--- config.mk ---
export PLATFORM = sky130hd
export DESIGN_NAME = affinity_slot_allocator_unit
export DESIGN_NICKNAME = d
export VERILOG_FILES = /design/src/hw/rtl/asa_pkg.sv /design/src/hw/rtl/affinity_slot_allocator_unit.sv
export SDC_FILE = /design/constraint.sdc
export NUM_CORES = 1
export LEC_CHECK = 0
export BUFFER_PORTS_ARGS = -buffer_cell sky130_fd_sc_hd__clkbuf_2
export CORE_MARGIN = 10
export CORE_UTILIZATION = 55
export DETAILED_ROUTE_END_ITERATION = 8
export PLACE_DENSITY = 0.76
export SKIP_CTS_REPAIR_TIMING = 1
export SKIP_LAST_GASP = 1
export SLEW_MARGIN = 20
export SYNTH_ARGS = -nofsm -noshare
export SYNTH_HDL_FRONTEND = slang
export SYNTH_SLANG_ARGS = --single-unit
export TNS_END_PERCENT = 1
--- constraint.sdc ---
create_clock -name clk -period 3.7 [get_ports clk]
set_clock_uncertainty 0.2 [all_clocks]
set_input_delay 0.74 -clock clk [delete_from_list [all_inputs] [get_ports clk]]
set_output_delay 0.74 -clock clk [all_outputs]
set_load 0.01 [all_outputs]
--- src/hw/rtl/asa_pkg.sv ---
// shared types and codes for the affinity slot allocator
package asa_pkg;

  // request codes
  localparam logic [1:0] FUNC_BOOK   = 2'd0;
  localparam logic [1:0] FUNC_SWAP   = 2'd1;
  localparam logic [1:0] FUNC_CANCEL = 2'd2;

  // lowest slot that the free-slot scans consider
  localparam int FIRST_BOOKABLE = 2;

  typedef struct packed {
    logic [1:0]  func;
    logic [15:0] owner_id;
    logic [3:0]  target_slot;
    logic [15:0] expected_owner;
  } req_t;

  typedef struct packed {
    logic [3:0]  granted_slot;
    logic        success;
    logic [15:0] unprotect_owner;
    logic        unprotect_valid;
  } resp_t;

endpackage

--- src/hw/rtl/affinity_slot_allocator_unit.sv ---
// affinity slot allocator: slot table, sequencer and the scan's free-slot compare
// flow: swap, cancel and a hinted book go from idle through hint to done;
// a scanning book walks slots FIRST_BOOKABLE..NUM_SLOTS-1 in up to two passes
// throughput: one beat at a time, in_ready only while idle; the scan reads one
// slot per cycle through the registered read port of the slot table
// reset: all slots read as free and never held (per-slot valid bits cleared)
module affinity_slot_allocator_unit
  import asa_pkg::*;
#(
  parameter int NUM_SLOTS  = 16,
  parameter int OWNER_BITS = 16
) (
  input  logic  clk,
  input  logic  rst,
  input  logic  in_valid,
  output logic  in_ready,
  input  req_t  in_data,
  output logic  out_valid,
  input  logic  out_ready,
  output resp_t out_data
);

  localparam int AW = $clog2(NUM_SLOTS);
  localparam logic [AW-1:0] LAST_SLOT  = AW'(NUM_SLOTS - 1);
  localparam logic [AW-1:0] FIRST_SLOT = AW'(FIRST_BOOKABLE);

  localparam logic [1:0] ST_IDLE = 2'd0;
  localparam logic [1:0] ST_HINT = 2'd1;
  localparam logic [1:0] ST_SCAN = 2'd2;
  localparam logic [1:0] ST_DONE = 2'd3;

  logic [1:0] state, state_next;
  req_t       req;
  logic [AW-1:0] idx, idx_next;
  logic [AW-1:0] chk_idx;
  logic       issue, issue_next;
  logic       pend, pend_next;
  logic       pass, pass_next;
  resp_t      res, res_next;

  // slot table storage
  logic [OWNER_BITS-1:0] cur_mem  [NUM_SLOTS];
  logic [OWNER_BITS-1:0] last_mem [NUM_SLOTS];
  logic [NUM_SLOTS-1:0]  cur_vld, last_vld;
  logic [OWNER_BITS-1:0] cur_q, last_q;
  logic                  cur_vld_q, last_vld_q;
  logic [OWNER_BITS-1:0] cur_rd, last_rd;

  logic [AW-1:0]         rd_addr;
  logic                  wr_cur, wr_last;
  logic [AW-1:0]         wr_addr;
  logic [OWNER_BITS-1:0] wr_cur_data, wr_last_data;

  // request fields at owner width
  logic [31:0]           owner_ext, expect_ext, tgt_ext, in_tgt_ext;
  logic [OWNER_BITS-1:0] owner_m, expect_m;
  logic [31:0]           owner_m_ext;
  logic                  slot_ok;
  logic                  owner_nz;
  logic                  scan_hit;
  logic [31:0]           victim_ext, grant_ext;
  logic                  out_load;

  assign owner_ext   = 32'(req.owner_id);
  assign expect_ext  = 32'(req.expected_owner);
  assign owner_m     = owner_ext[OWNER_BITS-1:0];
  assign expect_m    = expect_ext[OWNER_BITS-1:0];
  assign owner_m_ext = 32'(owner_m);
  assign tgt_ext     = 32'(req.target_slot);
  assign in_tgt_ext  = 32'(in_data.target_slot);
  assign slot_ok     = (req.target_slot != 4'd0) && (tgt_ext < 32'(NUM_SLOTS));
  assign owner_nz    = (owner_m != '0);

  // entries never written read as zero
  assign cur_rd  = cur_vld_q  ? cur_q  : '0;
  assign last_rd = last_vld_q ? last_q : '0;

  // shared slot test: free, and never held on the first pass
  assign scan_hit = pend && (cur_rd == '0) && (pass || (last_rd == '0));

  assign victim_ext = 32'(last_rd);
  assign grant_ext  = 32'(chk_idx);

  assign in_ready = (state == ST_IDLE);
  assign out_load = (state == ST_DONE) && (!out_valid || out_ready);

  // read address: hint slot on accept, scan index otherwise
  always_comb begin
    if (state == ST_IDLE) begin
      rd_addr = in_tgt_ext[AW-1:0];
    end else begin
      rd_addr = idx;
    end
  end

  // sequencer
  always_comb begin
    state_next   = state;
    idx_next     = idx;
    issue_next   = 1'b0;
    pend_next    = 1'b0;
    pass_next    = pass;
    res_next     = res;
    wr_cur       = 1'b0;
    wr_last      = 1'b0;
    wr_addr      = tgt_ext[AW-1:0];
    wr_cur_data  = owner_m;
    wr_last_data = owner_m;
    unique case (state)
      ST_IDLE: begin
        if (in_valid) begin
          state_next = ST_HINT;
        end
      end
      ST_HINT: begin
        res_next   = '0;
        state_next = ST_DONE;
        case (req.func)
          FUNC_BOOK: begin
            if (owner_nz) begin
              if (slot_ok && last_rd == owner_m && cur_rd == '0) begin
                wr_cur                = 1'b1;
                res_next.granted_slot = req.target_slot;
                res_next.success      = 1'b1;
              end else begin
                state_next = ST_SCAN;
                idx_next   = FIRST_SLOT;
                issue_next = 1'b1;
                pass_next  = 1'b0;
              end
            end
          end
          FUNC_SWAP: begin
            if (slot_ok && cur_rd == expect_m) begin
              wr_cur           = 1'b1;
              res_next.success = 1'b1;
            end
          end
          FUNC_CANCEL: begin
            if (owner_nz && slot_ok && last_rd == owner_m) begin
              wr_last                  = 1'b1;
              wr_last_data             = '0;
              res_next.success         = 1'b1;
              res_next.unprotect_owner = owner_m_ext[15:0];
              res_next.unprotect_valid = 1'b1;
            end
          end
          default: begin
          end
        endcase
      end
      ST_SCAN: begin
        // issue the next read while checking the previous slot
        pend_next = issue;
        if (issue && idx != LAST_SLOT) begin
          idx_next   = idx + AW'(1);
          issue_next = 1'b1;
        end
        if (scan_hit) begin
          wr_cur                   = 1'b1;
          wr_last                  = 1'b1;
          wr_addr                  = chk_idx;
          res_next.granted_slot    = grant_ext[3:0];
          res_next.success         = 1'b1;
          res_next.unprotect_owner = victim_ext[15:0];
          res_next.unprotect_valid = (last_rd != '0);
          state_next               = ST_DONE;
        end else if (pend && chk_idx == LAST_SLOT) begin
          if (!pass) begin
            pass_next  = 1'b1;
            idx_next   = FIRST_SLOT;
            issue_next = 1'b1;
            pend_next  = 1'b0;
          end else begin
            state_next = ST_DONE;
          end
        end
      end
      ST_DONE: begin
        if (out_load) begin
          state_next = ST_IDLE;
        end
      end
      default: begin
        state_next = ST_IDLE;
      end
    endcase
  end

  // control registers
  always_ff @(posedge clk) begin
    if (rst) begin
      state     <= ST_IDLE;
      issue     <= 1'b0;
      pend      <= 1'b0;
      pass      <= 1'b0;
      out_valid <= 1'b0;
    end else begin
      state     <= state_next;
      issue     <= issue_next;
      pend      <= pend_next;
      pass      <= pass_next;
      out_valid <= out_load || (out_valid && !out_ready);
    end
  end

  // payload registers
  always_ff @(posedge clk) begin
    if (state == ST_IDLE && in_valid) begin
      req <= in_data;
    end
    idx     <= idx_next;
    chk_idx <= idx;
    res     <= res_next;
    if (out_load) begin
      out_data <= res;
    end
  end

  // per-slot valid bits
  always_ff @(posedge clk) begin
    if (rst) begin
      cur_vld  <= '0;
      last_vld <= '0;
    end else begin
      if (wr_cur) begin
        cur_vld[wr_addr] <= 1'b1;
      end
      if (wr_last) begin
        last_vld[wr_addr] <= 1'b1;
      end
    end
  end

  // slot table: one write and one registered read per array
  always_ff @(posedge clk) begin
    if (wr_cur) begin
      cur_mem[wr_addr] <= wr_cur_data;
    end
    if (wr_last) begin
      last_mem[wr_addr] <= wr_last_data;
    end
    cur_q      <= cur_mem[rd_addr];
    last_q     <= last_mem[rd_addr];
    cur_vld_q  <= cur_vld[rd_addr];
    last_vld_q <= last_vld[rd_addr];
  end

  // a failed request carries no slot and no victim
  assert property (@(posedge clk) disable iff (rst)
    out_valid && !out_data.success |->
      out_data.granted_slot == 4'd0 && !out_data.unprotect_valid)
    else $error("failed result carries a slot or victim");

  // a victim is only reported for a successful request
  assert property (@(posedge clk) disable iff (rst)
    out_valid && out_data.unprotect_valid |-> out_data.success)
    else $error("unprotect without success");

  // the slot table is only written while a request is being worked
  assert property (@(posedge clk) disable iff (rst)
    (wr_cur || wr_last) |-> (state == ST_HINT || state == ST_SCAN))
    else $error("slot table write outside hint or scan");

  // the scan stays within the bookable range
  assert property (@(posedge clk) disable iff (rst)
    state == ST_SCAN && pend |-> chk_idx >= FIRST_SLOT && chk_idx <= LAST_SLOT)
    else $error("scan index out of range");

  // a scan hit finishes the request with a grant
  assert property (@(posedge clk) disable iff (rst)
    state == ST_SCAN && scan_hit |=> state == ST_DONE && res.success)
    else $error("scan hit did not complete");

endmodule
==> results.yml <==
power:
  seqPwrFrac: 0.436
  p_clk_frac: 0.306
  pwr-share-comb: 0.258
  power_density_nw_per_um2: 717
  swShare: 0.294
  vdd_drop_max_mv: 0.410
  p_switching_mw: 6.50
  finalPower_mw: 22.1
  internal_power_mw: 15.6
  p_leak_nw: 9.99
synthesis:
  synth_edf_count: 598
  synth_seq_cells: 674
  yosysSeqAreaShare: 0.740
  synth_area_per_cell_um2: 18.3
  ys_types: 76
  synth_cells: 1437
  yosysWarningCount: 0
  async_flop_share: 0
  synth.net_count: 1484
  syn_area_um2: 26300
  synthFlopType: "edfxtp_1"
timing:
  fin_ws_ps: 218
  relSlewSlack: 0.289
  tightest_slew_ps: 1060
  period_needed_ps: 3480
  period_share: 0.941
  hold_slack_ps: 119
  maxSlewViolCount: 0
  setup-violations-final: 0
  grt_setup_unrepaired: "false"
  hold_viol: 0
  timing.fmax_mhz: 287
  tns_ps: 0
global_routing:
  grtUsageTotal: 0.220
  grt_max_degree: 70
  met2_usage: 0.349
  grt_use_met3: 0.0382
  grt_pass1_wl_um: 93700
  grt_antenna_before_repair: 1
  grt_pass1_vias: 14900
  grt_overflow: 0
  grt.busiest_layer: "met2"
  grt_util_met1: 0.301
route:
  routedWlPerCell_um: 27.0
  wl_um: 61900
  first_pass_iters: 8
  antenna_left: 0
  drt_iter0_markers: 1750
  viasPerCell: 6.40
  dr_total_vias: 14700
  route.detailed.drc: 0
clocking:
  cts_tree: "done"
  clock-root-buffer: "clkbuf_16"
  htree_num_levels: 3
  worstSkewPairLatency_ps: 600
  clockBufferDepth: 3
  cts.clk_slew.worst_paths_ps: 60
  clkSinkCount: 674
  cts_buffers: 67
finish:
  areaGrowthSynthToFinish_pct: 17.1
  utilization: 0.648
  final_cell_area_um2: 30800
  fin_nets: 1672
  fin_cells: 2291
  drive_gt1_frac: 0.290
placed_design:
  pre_cts_slack_ps: 290
  hpwl_um: 37300
  dp_cells: 2171
  placed_cell_area_um2: 28600
  port_buffers: 65
  place.gp.congestion: 0.896
critical_path:
  reg2reg_depth: 9
  worst_setup_path_end_kind: "flop"
  critPathLaunch: "last_vld_q$_DFF_P_"
  critPathArrivalTime_ps: 3580
  worstPathRequired_ps: 3790
  reg2reg_slack_ps: 220
  cp_max_fo: 19
  regToRegEndpoint: "last_mem[2][8]$_DFFE_PP_"
  r2r_start: "last_vld_q$_DFF_P_"
  critPathKind: "flop to flop"
  setup.worst_path.start_class: "flop"
floorplanning:
  placementRows: 80
  core-area_um2: 47500
  initial_core_util: 0.553
  die-area_um2: 57000
  fp.dieW_um: 239
  die_h_um: 239
  io_pins: 66
worst_hold_path:
  min_to: "owner_m[11]$_DFFE_PP_"
  min_from: "in_data[31]"
  whs_path_depth: 1
  min_path_type: "primary input to flop"
flow_run:
  drv_cap: 0
status:
  status: "complete, no violations"
==> layout make-up <==
| cell class | instances | area, um^2 |
|---|---|---|
| flip-flops and latches | 674 | 19500 |
| repair buffers | 191 | 1760 |
| well taps | 615 | 769 |
| multi-input cells | 646 | 6450 |
| diodes | 1 | 2.50 |
| clock buffers | 92 | 1840 |
| clock inverters | 27 | 339 |
| fillers | 3021 | 16700 |
| inverters | 45 | 169 |
==> synth_stat cells (5+ instances only) <==
cell type / count / area share
o22ai_1: 31 / 0.0074
edfxtp_1: 598 / 0.68
a22o_1: 16 / 0.0053
nand3_1: 6 / 0.0011
a31oi_1: 41 / 0.0098
nor4_1: 14 / 0.0033
nand2b_1: 6 / 0.0014
mux4_2: 136 / 0.12
nand4_1: 8 / 0.0019
inv_1: 44 / 0.0063
dfxtp_1: 76 / 0.058
nand3b_1: 6 / 0.0017
a211oi_1: 37 / 0.011
nand2_1: 96 / 0.014
and2_1: 35 / 0.0083
clkbuf_1: 34 / 0.0049
mux2i_1: 5 / 0.0019
nor2_1: 37 / 0.0053
nor3_1: 22 / 0.0042
nor2_2: 5 / 0.0012
o21ai_0: 15 / 0.0029
ha_1: 5 / 0.0024
xnor2_1: 8 / 0.0027
nor2b_1: 30 / 0.0071
or2_2: 5 / 0.0012
a21oi_1: 7 / 0.0013
buf_2: 28 / 0.0053
==> registers in the layout, indices dropped and copies added, names as in the netlist <==
signal,count
chk_idx,4
cur_mem,256
cur_q,16
cur_vld,16
cur_vld_q,1
expect_m,16
idx,4
issue,1
last_mem,256
last_q,16
last_vld,16
last_vld_q,1
out_data,22
out_valid,1
owner_m,16
pass,1
pend,1
req,6
res,22
state,2
==> critical path, stage by stage (launching register included) <==
cell      delay [ps]
dfxtp_1          690
buf_4            260
nand2_1           60
a22oi_1          200
o2111a_1         280
nand4_4          150
or4b_4           610
a21bo_1          340
nor2_2           180
buf_4            220
==> cells in the final DEF, fill, tap and decap left out, types with 5 or more instances in the layout <==
| master | count |
|---|---|
| edfxtp_1 | 598 |
| mux4_2 | 136 |
| nand2_1 | 96 |
| buf_4 | 87 |
| dfxtp_1 | 76 |
| clkbuf_16 | 69 |
| clkbuf_2 | 67 |
| inv_1 | 44 |
| a31oi_1 | 41 |
| buf_12 | 39 |
| a211oi_1 | 36 |
| and2_1 | 34 |
| o22ai_1 | 31 |
| nor2b_1 | 29 |
| nor2_1 | 26 |
| clkbuf_1 | 19 |
| nor2_2 | 16 |
| a22o_1 | 16 |
| nor3_2 | 15 |
| o21ai_0 | 14 |
| nor4_1 | 14 |
| xnor2_1 | 8 |
| nand4_1 | 8 |
| bufinv_16 | 8 |
| clkinv_2 | 8 |
| nor3_1 | 7 |
| a21oi_1 | 7 |
| clkinv_1 | 7 |
| nand3_1 | 6 |
| nand2b_1 | 6 |
| nand3b_1 | 6 |
| or2_2 | 5 |
| ha_1 | 5 |
==> logic make-up after synthesis <==
logic type | count (synthesis) | synth area share
xor+xnor | 12 | 0.00400
simple gates | 297 | 0.0601
mux | 142 | 0.119
compound gates | 190 | 0.0535
fa+ha+maj | 5 | 0.00238
buf+inv | 117 | 0.0209
flops | 674 | 0.740
==> worst max path at each step <==
stage	to	slack, ps	cells after the start
after global routing	last_mem[4][11]$_DFFE_PP_	80	9
after floorplan	cur_mem[14][0]$_DFFE_PP_	-60	8
after CTS	cur_mem[3][5]$_DFFE_PP_	240	9
after detailed placement	cur_mem[3][13]$_DFFE_PP_	290	9
final	last_mem[2][8]$_DFFE_PP_	220	9
after global placement	last_mem[6][15]$_DFFE_PP_	400	9
==> routing by layer <==
metal  up-vias  share of wire
li1       6173              -
met1      7521           0.39
met2       841           0.49
met3       134          0.094
met4         0          0.030
met5         -              0
==> power groups by stage <==
| stage | clock network [mW] | logic (mW) | registers [mW] |
|---|---|---|---|
| floorplan | 0 | 3.43 | 9.67 |
| global placement | 0 | 5.50 | 9.74 |
| detailed placement | 0 | 5.60 | 9.77 |
| CTS | 6.85 | 5.68 | 9.61 |
| global route | 7.15 | 6.04 | 9.68 |
| finish | 6.76 | 5.70 | 9.63 |
(Power assumes the default switching activity.)
